<file path="config.mk">
export PLATFORM = sky130hd
export DESIGN_NAME = kdim_ram
export DESIGN_NICKNAME = d
export VERILOG_FILES = /design/src/kdim_ram.sv
export SDC_FILE = /design/constraint.sdc
export NUM_CORES = 1
export LEC_CHECK = 0
export ABC_CLOCK_PERIOD_IN_PS = 2490
export BUFFER_PORTS_ARGS = -buffer_cell sky130_fd_sc_hd__buf_2
export CAP_MARGIN = 20
export CORE_ASPECT_RATIO = 1.2
export CORE_MARGIN = 2
export CORE_UTILIZATION = 60
export CTS_CLUSTER_DIAMETER = 50
export DETAILED_ROUTE_END_ITERATION = 10
export GPL_ROUTABILITY_DRIVEN = 0
export GPL_TIMING_DRIVEN = 0
export PLACE_DENSITY_LB_ADDON = 0.1
export SETUP_SLACK_MARGIN = 0.05
export SLEW_MARGIN = 40
export SYNTH_ARGS = -nofsm -noshare
export SYNTH_HDL_FRONTEND = slang
export SYNTH_SLANG_ARGS = --single-unit
</file>
<file path="constraint.sdc">
create_clock -name clk -period 2.49 [get_ports clk]
set_input_delay 0.498 -clock clk [delete_from_list [all_inputs] [get_ports clk]]
set_output_delay 0.498 -clock clk [all_outputs]
set_load 0.02 [all_outputs]
</file>
<file path="src/kdim_ram.sv">
// ----------------------------------------------------------------------------
// kdim_ram: generic simple dual-port RAM
// One write port and one read port, read data registered.
// ----------------------------------------------------------------------------
`timescale 1ns / 1ps
`default_nettype none

module kdim_ram #(
  parameter int WIDTH = 8,
  parameter int DEPTH = 16,
  parameter int AW    = $clog2(DEPTH)
) (
  input  wire logic             clk,
  input  wire logic             we,
  input  wire logic [AW-1:0]    waddr,
  input  wire logic [WIDTH-1:0] wdata,
  input  wire logic             re,
  input  wire logic [AW-1:0]    raddr,
  output      logic [WIDTH-1:0] rdata
);

  logic [WIDTH-1:0] mem [DEPTH];

  // Write and registered read
  always_ff @(posedge clk) begin
    if (we) begin
      mem[waddr] <= wdata;
    end
    if (re) begin
      rdata <= mem[raddr];
    end
  end

endmodule : kdim_ram

`default_nettype wire

</file>
* Word-level counts from Yosys, hierarchy flattened *
Memory sizes are Yosys's and may differ from the RTL's. A register that Yosys moved wholly into a read port is not among the register bits.
Index checks and enable logic that the tools add are counted.
Widths: inputs -> output; s select.

storage, ports and cells
  bits in registers = 0
  RAM bits = 128
  input bits = 19
  output and inout bits = 8
  logic and storage cells = 3
  memories kept = 1

memory list
  name  words  bits a word  rd ports  clocked after Yosys merged registers in  wr ports  line  source
  mem   16     8            1         1                                        1         22    logic [WIDTH-1:0] mem [DEPTH];

operators by class
  muxes and demuxes = 2

operators with widths
  operator  count
  $mux 1    2

* Logic depth before layout (Yosys ltp) *
  depth in word-level cells = 2
  depth in mapped cells = 5
  gate-level depth less buffers = 3

* Least setup slack after synthesis *
No wires, ideal clock.

  path type = input to register
  from = in waddr[2]
  to = mem mem[0][0] (enable)
  library setup time = 0.383 ns
  arrival time = 1.608 ns
  required time = 2.107 ns
  setup slack = 0.499 ns
  cell stages on the path = 2
  buffers on the path = 0
  path through = or3b_2 > nor3_1

RTL lines
  what                line  source
  start: declaration  15    input wire logic [AW-1:0] waddr,
  end: declaration    22

Straight into the memory's write port.

* Worst setup path after layout *
  from = in waddr[2]
  to = mem mem[3][4] (enable)

Straight into the memory's write port.

==> run_results.csv <==
group,metric,value,unit
layout,seqCellArea,0.004084,mm²
synthesis,ys_ff_latch,136,
sta,rsz0062_at_grt,"false",
power,leakagePower,2.009,nW
clocking,cts_max_path_buffers,2,
critical_path,rr_endpoint,"rdata[3]",
synthesis,netlist_area,0.005228,mm²
critical_path,r2r_slack,930,ps
sta,postLayoutSetupSlackWorst,865.8,ps
critical_path,critPathCaptureType,"flop",
sta,setup_viol_count_final,0,
layout,fill_cells,537,
die,dieArea,0.009479,mm²
worst_hold_path,hp-start,"re",
die,die_w,89.21,µm
grt,grtUsageTotal,22.86,%
detailed_routing,drt-total-wl,9506,µm
sta,fin_skew,14.11,ps
die,num_rows,37,
synthesis,synth.distinct_cells,18,
critical_path,crit_required,2630,ps
worst_hold_path,min_path_type,"in2reg",
sta,fin_crit,1624,ps
sta,whs,330.1,ps
clocking,cts_setup_buffers,0,
detailed_routing,via_count,2438,
grt,grt_max_degree,17,
grt,grt_overflow,0,
sta,maxSlewHeadroom,47.34,%
worst_hold_path,worstHoldEndpoint,"rdata[4]",
clocking,cts_buffers,17,
clocking,cts_tree,"built",
placement,place_ws,302.7,ps
power,p_sw_share,19.72,%
detailed_routing,dr.pass1.iters,7,
layout,layout-drive-gt1-share,29.82,%
grt,antenna_found_initial,0,
critical_path,r2r_cells,3,
power,clockPowerShare,44.0,%
layout,layout.nets,292,
grt,grt_pass1_wl,14200,µm
clocking,clk_pin_slew,60,ps
clocking,cts_sinks,136,
placement,dp_hpwl,5924,µm
layout,multi_input_area,0.001085,mm²
run_status,outcome,"finished clean",
die,core,0.008518,mm²
sta,layout_worst_path_cycle_share,65.23,%
critical_path,critPathArrivalTime,1760,ps
detailed_routing,drt-wirelength-per-cell,23.65,µm
sta,slew_viol_final,0,
clocking,htreeDepth,4,
critical_path,critPathKind,"in2reg",
clocking,clkLatencyLatePin,520,ps
power,irDropWorstVdd,0.5385,mV
die,die_h,106.3,µm
detailed_routing,first_iter_violations,263,
synthesis,yosys_warnings,0,
flow_run,cap_violations,0,
clocking,cts_repair_resize_count,0,
detailed_routing,viasPerCell,6.065,
grt,grt_pass1_vias,2408,
die,initial_core_util,61.37,%
synthesis,synth_fp_nets,248,
power,p_switching,1.001,mW
detailed_routing,detail-route-antenna-nets,0,
critical_path,cp_max_fo,8,
clocking,cts_hold_buf,0,
power,comb_power_share,5.0,%
clocking,clockRootBuffer,"clkbuf_8",
sta,worst_pin_slew,787.0,ps
placement,port_buffers,25,
power,total_power,5.079,mW
synthesis,netlist_instances,229,
detailed_routing,drcViolationCount,0,
power,power.density,838.2,mW/mm²
synthesis,synth.avg_cell_area,22.83,µm²
critical_path,timing.rr.start,"mem[1][3]",
layout,diodes,0,
sta,timing_hold_violations_final,0,
power,pwr-share-seq,51.0,%
power,power.internal,4.078,mW
synthesis,yosysSeqAreaShare,78.12,%
die,ioPinCount,27,
layout,syn_to_final_growth,15.92,%
sta,max_freq,615.7,MHz
critical_path,start_kind,"input port",
worst_hold_path,worst_hold_path.num_cells,1,
[power by group through the flow]
| stage | Combinational (mW) | Sequential [mW] | Clock [mW] |
|---|---|---|---|
| finish | 0.252 | 2.59 | 2.23 |
| global route | 0.272 | 2.60 | 2.37 |
| CTS | 0.254 | 2.59 | 2.25 |
| detailed placement | 0.253 | 2.64 | 0 |
| global placement | 0.247 | 2.64 | 0 |
| floorplan | 0.130 | 2.65 | 0 |
[flip-flops by register name, indices dropped and copies added, names as in the netlist]
name and cells:
rdata 8, mem 128
[worst max-delay path by stage]
stage,startpoint,to,slack (ps),cells after the start
after floorplan,waddr[2],mem[0][0],500,2
after global placement,waddr[2],mem[0][1],-60,3
after detailed placement,waddr[2],mem[3][1],300,3
after CTS,waddr[2],mem[3][4],850,3
after global routing,waddr[2],mem[3][6],810,3
final,waddr[2],mem[3][4],870,3
[per-stage QoR]
step	setup TNS [ps]	utilization, %	cell area, µm²	cells
floorplan	0	-	5228	229
global route	0	71.14	6060	402
global placement	-475.5	64.56	5499	371
detailed placement	0	64.79	5519	371
finish	0	71.14	6060	402
CTS	0	71.05	6052	402
[cell type report]
class | instances | share of cell area [%]
Sequential cell | 136 | 67.40
Multi-Input combinational cell | 83 | 17.90
Clock buffer | 20 | 7.020
Tap cell | 117 | 2.416
Timing Repair Buffer | 25 | 2.065
Clock inverter | 11 | 1.776
Buffer | 10 | 1.425
[routing by layer]
metal | up-vias | global-route usage [%] | wire length, µm | share of wire, %
met5 | - | 0 | 0 | 0
met4 | 0 | 8.955 | 176 | 1.9
met3 | 11 | 7.065 | 734 | 7.7
met2 | 117 | 33.97 | 4907 | 52
met1 | 1241 | 32.30 | 3687 | 39
li1 | 1069 | - | - | -
[cell usage in the layout (no fill, tap or decap), types with 2 or more instances in the layout]
master,netlist,layout
a22oi_1,16,16
buf_2,3,28
buf_6,3,3
bufinv_16,0,2
clkbuf_1,0,3
clkbuf_16,0,16
clkdlybuf4s25_2,3,3
clkinv_1,0,4
clkinv_2,0,2
clkinvlp_4,0,3
edfxtp_1,136,136
mux4_1,14,14
mux4_2,18,18
nand2_1,9,9
nand2b_1,2,2
nand3b_1,2,2
nor2_1,13,10
nor2_2,0,3
nor3_2,0,4
[kinds of logic after synthesis]
family	share of synthesized area (%)
compound gates	2.298
buf+inv	1.651
flops	78.12
mux	14.79
simple gates	3.136
[critical path, cell delays in order]
cell and delay [ps]:
buf_2 120, or3b_2 520, nor2_1 630
[synthesized netlist by cell type]
master / instances / area [µm²]
nand2b_1: 2 / 12.51
and2_1: 1 / 6.260
buf_4: 1 / 7.510
buf_2: 3 / 15.01
nor2_1: 13 / 48.80
clkdlybuf4s25_2: 3 / 30.03
nand3b_1: 2 / 15.01
nand2_1: 9 / 33.78
or3b_2: 1 / 8.760
buf_6: 3 / 33.78
nor3_1: 4 / 20.02
nand3_1: 1 / 5.000
mux4_1: 14 / 367.9
and2b_1: 1 / 7.510
nor2b_1: 1 / 6.260
edfxtp_1: 136 / 4084
a22oi_1: 16 / 120.1
mux4_2: 18 / 405.4
Note: power is estimated with default switching activity, not from simulation.
