File: config.mk
export PLATFORM = sky130hd
export DESIGN_NAME = kdim_hash
export DESIGN_NICKNAME = d
export VERILOG_FILES = /design/src/kdim_pkg.sv /design/src/kdim_hash.sv
export SDC_FILE = /design/constraint.sdc
export NUM_CORES = 1
export LEC_CHECK = 0
export BUFFER_PORTS_ARGS = -buffer_cell sky130_fd_sc_hd__buf_2
export CAP_MARGIN = 25
export CORE_MARGIN = 2
export CORE_UTILIZATION = 45
export DETAILED_ROUTE_END_ITERATION = 7
export GPL_TIMING_DRIVEN = 0
export PLACE_DENSITY = 0.92
export RECOVER_POWER = 100
export SYNTH_ARGS = -nofsm -noshare
export SYNTH_HDL_FRONTEND = slang
export SYNTH_SLANG_ARGS = --single-unit
export TNS_END_PERCENT = 30
File: constraint.sdc
create_clock -name vclk -period 2.39
set_input_delay 0.239 -clock vclk [all_inputs]
set_output_delay 0.239 -clock vclk [all_outputs]
set_load 0.05 [all_outputs]
File: src/kdim_pkg.sv
// ----------------------------------------------------------------------------
// kdim_pkg: shared constants and types of the key to dense index map
// Sizes of the key store and slot table, status and operation codes.
// ----------------------------------------------------------------------------
`timescale 1ns / 1ps
`default_nettype none

package kdim_pkg;

  // Storage sizes
  localparam int CAPACITY = 1024;
  localparam int SLOTS    = 2048;
  localparam int KEY_W    = 64;

  // Derived widths
  localparam int SLOT_W = $clog2(SLOTS);
  localparam int ID_W   = $clog2(CAPACITY);
  localparam int IDX_W  = $clog2(CAPACITY + 1);

  // Derived compare constants
  localparam logic [IDX_W-1:0]  CAP_X     = IDX_W'(CAPACITY);
  localparam logic [SLOT_W:0]   SLOTS_X   = (SLOT_W + 1)'(SLOTS);
  localparam logic [SLOT_W-1:0] LAST_SLOT = SLOT_W'(SLOTS - 1);

  // Result status codes
  typedef enum logic [1:0] {
    ST_OK   = 2'd0,
    ST_DUP  = 2'd1,
    ST_ZERO = 2'd2,
    ST_FULL = 2'd3
  } status_t;

  // Operation codes
  typedef enum logic {
    OP_INSERT = 1'b0,
    OP_LOOKUP = 1'b1
  } op_t;

endpackage : kdim_pkg

`default_nettype wire

File: src/kdim_hash.sv
// ----------------------------------------------------------------------------
// kdim_hash: home slot of a key
// Mixes the key, folds it by XOR to the slot width and wraps into range.
// ----------------------------------------------------------------------------
`timescale 1ns / 1ps
`default_nettype none

module kdim_hash
  import kdim_pkg::*;
(
  input  wire logic [KEY_W-1:0]  key,
  output      logic [SLOT_W-1:0] slot
);

  localparam int NCHUNK = (KEY_W + SLOT_W - 1) / SLOT_W;

  logic [KEY_W-1:0]  mix;
  logic [SLOT_W-1:0] fold;

  // Fold the mixed key into one slot-wide word
  always_comb begin
    mix  = key ^ (key >> 29) ^ (key << 17);
    fold = '0;
    for (int i = 0; i < NCHUNK; i++) begin
      fold = fold ^ mix[SLOT_W-1:0];
      mix  = mix >> SLOT_W;
    end
  end

  // Wrap into the table when the slot count is not a power of two
  always_comb begin
    if ({1'b0, fold} >= SLOTS_X) begin
      slot = fold - SLOTS_X[SLOT_W-1:0];
    end else begin
      slot = fold;
    end
  end

endmodule : kdim_hash

`default_nettype wire

Word-level counts from Yosys, hierarchy flattened:

Cells that the tools add are included.

* output and inout port bits: 11
* bits in registers: 0
* word-level logic and storage cells: 7

* bitwise gates (word level): 7

Operators by type and width (number)
* $xor A64 B35 Y64: 1
* $xor A64 B64 Y64: 1
* $xor A11 B11 Y11: 4
* $xor A11 B9 Y11: 1

Depth between registers and ports, before layout:

Gate-level depths: netlist of the first run.

* word-level depth: 7
* gate-level depth with buffers: 3
* depth with buffers taken out: 3

Worst setup path before layout of the first run:

No wires, ideal clock.

* path type: input to output
* start: in key[1]
* end: out slot[1]
* data required time: 2.151 ns
* arrival time: 1.920 ns
* slack: 0.231 ns
* stages: 3
* path buffers: 0
* path through: xnor3_1 > xnor3_4 > xnor2_1

* longest elaborated chain between the ends: 7

RTL lines
* from (decl): RTL line kdim_hash.sv:11 `input wire logic [KEY_W-1:0] key,`
* $xor A64 B35 Y64: RTL line kdim_hash.sv:22 `mix = key ^ (key >> 29) ^ (key << 17);`
* $xor A64 B64 Y64: RTL line kdim_hash.sv:22
* $xor A11 B11 Y11 (4 in a row): RTL line kdim_hash.sv:25 `fold = fold ^ mix[SLOT_W-1:0];`
* $xor A11 B9 Y11: RTL line kdim_hash.sv:25
* to (decl): RTL line kdim_hash.sv:12 `output logic [SLOT_W-1:0] slot`

No other way between the ends.

Final worst setup path of the first run:

Ends and elaborated chain as after synthesis.

==> results of run 1 <==
## cells by family (layout without fill, tap and decap cells)
| family | after synthesis | in the layout | share of synthesized area |
|---|---|---|---|
| XOR/XNOR | 67 | 67 | 1.00 |
| buffers and inverters | 0 | 75 | 0 |
## final cells by class
type,instances,share of cell area
multi-input combinational,67,0.698
timing repair buffer,75,0.277
tap,27,0.0257
## how the worst max path moves through the flow
| stage | startpoint | to | slack (ns) | cells after the start |
|---|---|---|---|---|
| 2_1_floorplan | key[1] | slot[1] | 0.23 | 3 |
| 3_3_place_gp | key[1] | slot[7] | 0.41 | 5 |
| 3_5_place_dp | key[1] | slot[7] | 0.39 | 5 |
| 4_1_cts | key[1] | slot[7] | 0.39 | 5 |
| 5_1_grt | key[1] | slot[1] | 0.19 | 5 |
| 6_report | key[1] | slot[1] | 0.29 | 5 |
## per-stage QoR
step	cells	util
final	169	0.678
after CTS	169	0.684
after global placement	169	0.684
after floorplan	67	-
after detailed placement	169	0.684
after global routing	169	0.678
## worst max-delay path, delay by kind of cell
kind / cells / cell delay, ns
xor gates and xnor gates: 3 / 1.03
buffers and inverters: 2 / 0.58
## layer usage
metal,GRT usage,vias up,share of wire
li1,-,374,-
met1,0.160,333,0.32
met2,0.345,48,0.57
met3,0.0184,4,0.087
met4,0.0381,0,0.018
met5,0,-,0
## power groups by stage
stage	Sequential [mW]	Combinational, mW	Clock [mW]
3_3_place_gp	0	1.11	0
5_1_grt	0	1.14	0
3_5_place_dp	0	1.12	0
2_1_floorplan	0	0.910	0
6_report	0	1.09	0
4_1_cts	0	1.13	0
## cells in the final DEF (no fill, tap or decap)
| cell type | instances |
|---|---|
| buf_2 | 66 |
| xnor2_1 | 35 |
| xnor3_4 | 1 |
| xor2_1 | 8 |
| xor3_1 | 3 |
| clkbuf_1 | 9 |
| xnor2_2 | 1 |
| xnor3_1 | 19 |
## cells in the mapped netlist
master / n / area, µm²
xnor2_1: 35 / 307
xnor3_1: 19 / 428
xor2_1: 8 / 70.1
xnor2_2: 1 / 16.3
xnor3_4: 1 / 26.3
xor3_1: 3 / 71.3
==> run_results.csv, run 1 <==
group,metric,value,unit
global_routing,grtUsageTotal,0.162,
synthesis,synth_warnings,0,
routing,drc,0,
cells_and_area,drive_gt1_frac,0.479,
synthesis,netlist_instances,67,
synthesis,ys_seq_area_frac,0,
global_routing,grt_pass1_vias,759,
timing,slew_headroom,0.587,
cells_and_area,n_antenna_cell,0,
placed_design,dpl.hpwl,1930,µm
timing,tns,0,ns
placed_design,io_buffers,75,
timing,hold_viol,0,
power,vdd_drop_max,0.681,mV
critical_path,cp_data_required_time,2.15,ns
placed_design,place_area,0.00133,mm²
cells_and_area,seq_area,0,µm²
timing,rsz0062_at_grt,"false",
synthesis,avgSynthCellArea,13.7,µm²
placed_design,pre_cts_ws,0.395,ns
critical_path,crit_chain,"buf_2, xnor3_1, xnor3_4, xnor2_1, clkbuf_1",
routing,avgViaCountPerCell,4.49,
power,seq_power_share,0,
critical_path,crit_type,"in -> out",
status,outcome,"finished clean",
timing,tightest_slew,0.623,ns
critical_path,start_kind,"input pin",
power,swShare,0.612,
flow_run,maxCapViolCount,0,
power,p_per_area,829,mW/mm²
hold_path,holdPathEnd,"slot[8]",
cts,cts-resized-gates,0,
die,num_rows,16,
cells_and_area,synthToLayoutAreaGrowth,43.3,%
routing,drtIter0Drc,1,
cells_and_area,multi_input_area,918,µm²
synthesis,synthesis.nets,131,
power,p_sw,668,µW
hold_path,hold_path.class,"in -> out",
cells_and_area,nClkBuffers,0,
cells_and_area,seq_cells,0,
routing,vias,759,
power,p_comb_frac,1.000,
power,intPower,424,µW
routing,antenna_left,0,
routing,wl_per_cell,11.9,µm
cts,hold_buffers,0,
global_routing,antenna_found_initial,0,
critical_path,crit_slowest_cell,"xnor3_4",
timing,setup_ws,0.287,ns
die,dieArea,0.00242,mm²
power,power_leakage,0.743,nW
die,initial_core_util,0.473,
power,p_clk_frac,0,
critical_path,slowest_delay,0.49,ns
timing,finalSetupViolations,0,
timing,slew_violations,0,
timing,min_period_over_period,0.880,
global_routing,overflow,0,
hold_path,hold_path.startpoint,"key[37]",
critical_path,worstPathMaxFanout,2,
synthesis,synth_area,918,µm²
power,total_power,1.09,mW
hold_path,hold_path_depth,4,
cts,post_cts.repair.setup_buffers,0,
die,num_io_pins,75,
timing,period_minus_slack,2.10,ns
critical_path,worstPathArrival,1.86,ns
timing,timing.hold.ws,1.04,ns
critical_path,end_kind,"output pin",
routing,drtPass1Iterations,5,
placed_design,gp_congestion,0.683,
timing,max_freq,476,MHz
cells_and_area,final_net_count,208,
die,die_h,49.2,µm
routing,wirelength,2020,µm
synthesis,synth_cell_types,6,
die,coreArea,0.00194,mm²
global_routing,grt_pass1_wl,3040,µm
global_routing,grt_max_degree,4,
die,die_w,49.2,µm
cells_and_area,final_area,0.00132,mm²
cells_and_area,fill_cells,163,
No activity file was read; power rests on OpenSTA's default activity.
==> inputs of run 2 (changes only) <==
- PLACE_DENSITY: 0.92 -> 0.91
- SKIP_LAST_GASP: default -> 1
==> run 2 against run 1 <==
Total power increased by 0.26%. Critical endpoint is now slot[8]. First-iteration DRC count increased to 6.0 times the previous value. Via count increased by 2.6%. Global-route usage decreased by 0.36 points. Combinational power about the same. Sequential share of layout area unchanged. Clock-buffer cell count unchanged. Fmax decreased by 2.2%. Flip-flop and latch count unchanged.
==> run_results.csv, run 2 (synthesis results as in run 1) <==
group,metric,value,unit
power,power_leakage,0.741,nW
critical_path,slowest_delay,0.46,ns
cts,post_cts.repair.setup_buffers,0,
routing,avgViaCountPerCell,4.61,
global_routing,antenna_found_initial,0,
routing,drc,0,
routing,wl_per_cell,11.9,µm
timing,tightest_slew,0.648,ns
critical_path,start_kind,"input pin",
critical_path,worstPathMaxFanout,2,
flow_run,maxCapViolCount,0,
routing,vias,779,
global_routing,grt_max_degree,4,
cells_and_area,drive_gt1_frac,0.472,
cells_and_area,synthToLayoutAreaGrowth,43.2,%
routing,wirelength,2010,µm
timing,finalSetupViolations,0,
routing,antenna_left,0,
die,num_io_pins,75,
cells_and_area,seq_area,0,µm²
critical_path,cp_top_family,"XOR/XNOR gates",
timing,tns,0,ns
global_routing,grtUsageTotal,0.159,
timing,rsz0062_at_grt,"false",
cells_and_area,seq_cells,0,
hold_path,hold_path.class,"in -> out",
cells_and_area,n_antenna_cell,0,
hold_path,holdPathEnd,"slot[7]",
placed_design,gp_congestion,0.640,
power,total_power,1.09,mW
timing,slew_violations,0,
cells_and_area,layout_common_cells,"buf_2 (65), xnor2_1 (35), xnor3_1 (19)",
die,coreArea,0.00194,mm²
placed_design,io_buffers,75,
global_routing,overflow,0,
power,vdd_drop_max,0.594,mV
critical_path,cp_data_required_time,2.15,ns
critical_path,crit_slowest_cell,"clkbuf_1",
routing,drtPass1Iterations,4,
cells_and_area,final_net_count,208,
critical_path,end_kind,"output pin",
critical_path,crit_chain,"buf_2, xnor3_1, xnor3_1, xnor3_1, clkbuf_1",
critical_path,path_buf_inv,2,
cells_and_area,fill_cells,175,
die,dieArea,0.00242,mm²
status,outcome,"finished clean",
timing,hold_viol,0,
cells_and_area,finish.utilization,0.677,
global_routing,grt_pass1_vias,799,
routing,drtIter0Drc,6,
cells_and_area,final_common_cell,"buf_2",
hold_path,hold_path.startpoint,"key[36]",
cts,cts-resized-gates,0,
die,initial_core_util,0.473,
cts,hold_buffers,0,
timing,max_freq,465,MHz
timing,period_minus_slack,2.15,ns
critical_path,crit_type,"in -> out",
global_routing,grt_pass1_wl,3070,µm
timing,min_period_over_period,0.900,
power,p_per_area,832,mW/mm²
critical_path,worstPathArrival,1.91,ns
timing,slew_headroom,0.570,
die,num_rows,16,
die,die_w,49.2,µm
critical_path,cpMostUsedCell,"xnor3_1",
die,die_h,49.2,µm
hold_path,hold_path_depth,4,
cells_and_area,nClkBuffers,0,
## run 2: layout make-up
class	count	area (µm²)	area share
tap	27	33.8	0.0257
multi-input combinational	67	918	0.698
timing repair buffer	75	363	0.276
## run 2: power by group
| part | internal (mW) | total, mW | leakage (nW) | switching, mW |
|---|---|---|---|---|
| sequential | 0 | 0 | 0 | 0 |
| clock | 0 | 0 | 0 | 0 |
| combinational | 0.421 | 1.09 | 0.741 | 0.673 |
## run 2: metal layers
metal | GRT usage | share of wire
met1 | 0.161 | 0.32
met5 | 0 | 0
met4 | 0.0190 | 0.014
met2 | 0.349 | 0.58
met3 | 0.00613 | 0.083
## run 2: worst max-delay path by stage
stage / from / to / cells past startpoint
after floorplan: key[1] / slot[1] / 3
after global placement: key[1] / slot[7] / 5
after detailed placement: key[1] / slot[7] / 5
after CTS: key[1] / slot[7] / 5
after global routing: key[2] / slot[8] / 5
final: key[2] / slot[8] / 5
## run 2: through the flow
step,instances,setup slack (ns),cell area [µm²],hold WS [ns]
2_1_floorplan,67,0.231,918,0.923
3_3_place_gp,169,0.402,1330,1.03
3_5_place_dp,169,0.380,1330,1.04
4_1_cts,169,0.380,1330,1.04
5_1_grt,169,0.168,1320,1.09
6_report,169,0.239,1320,1.05
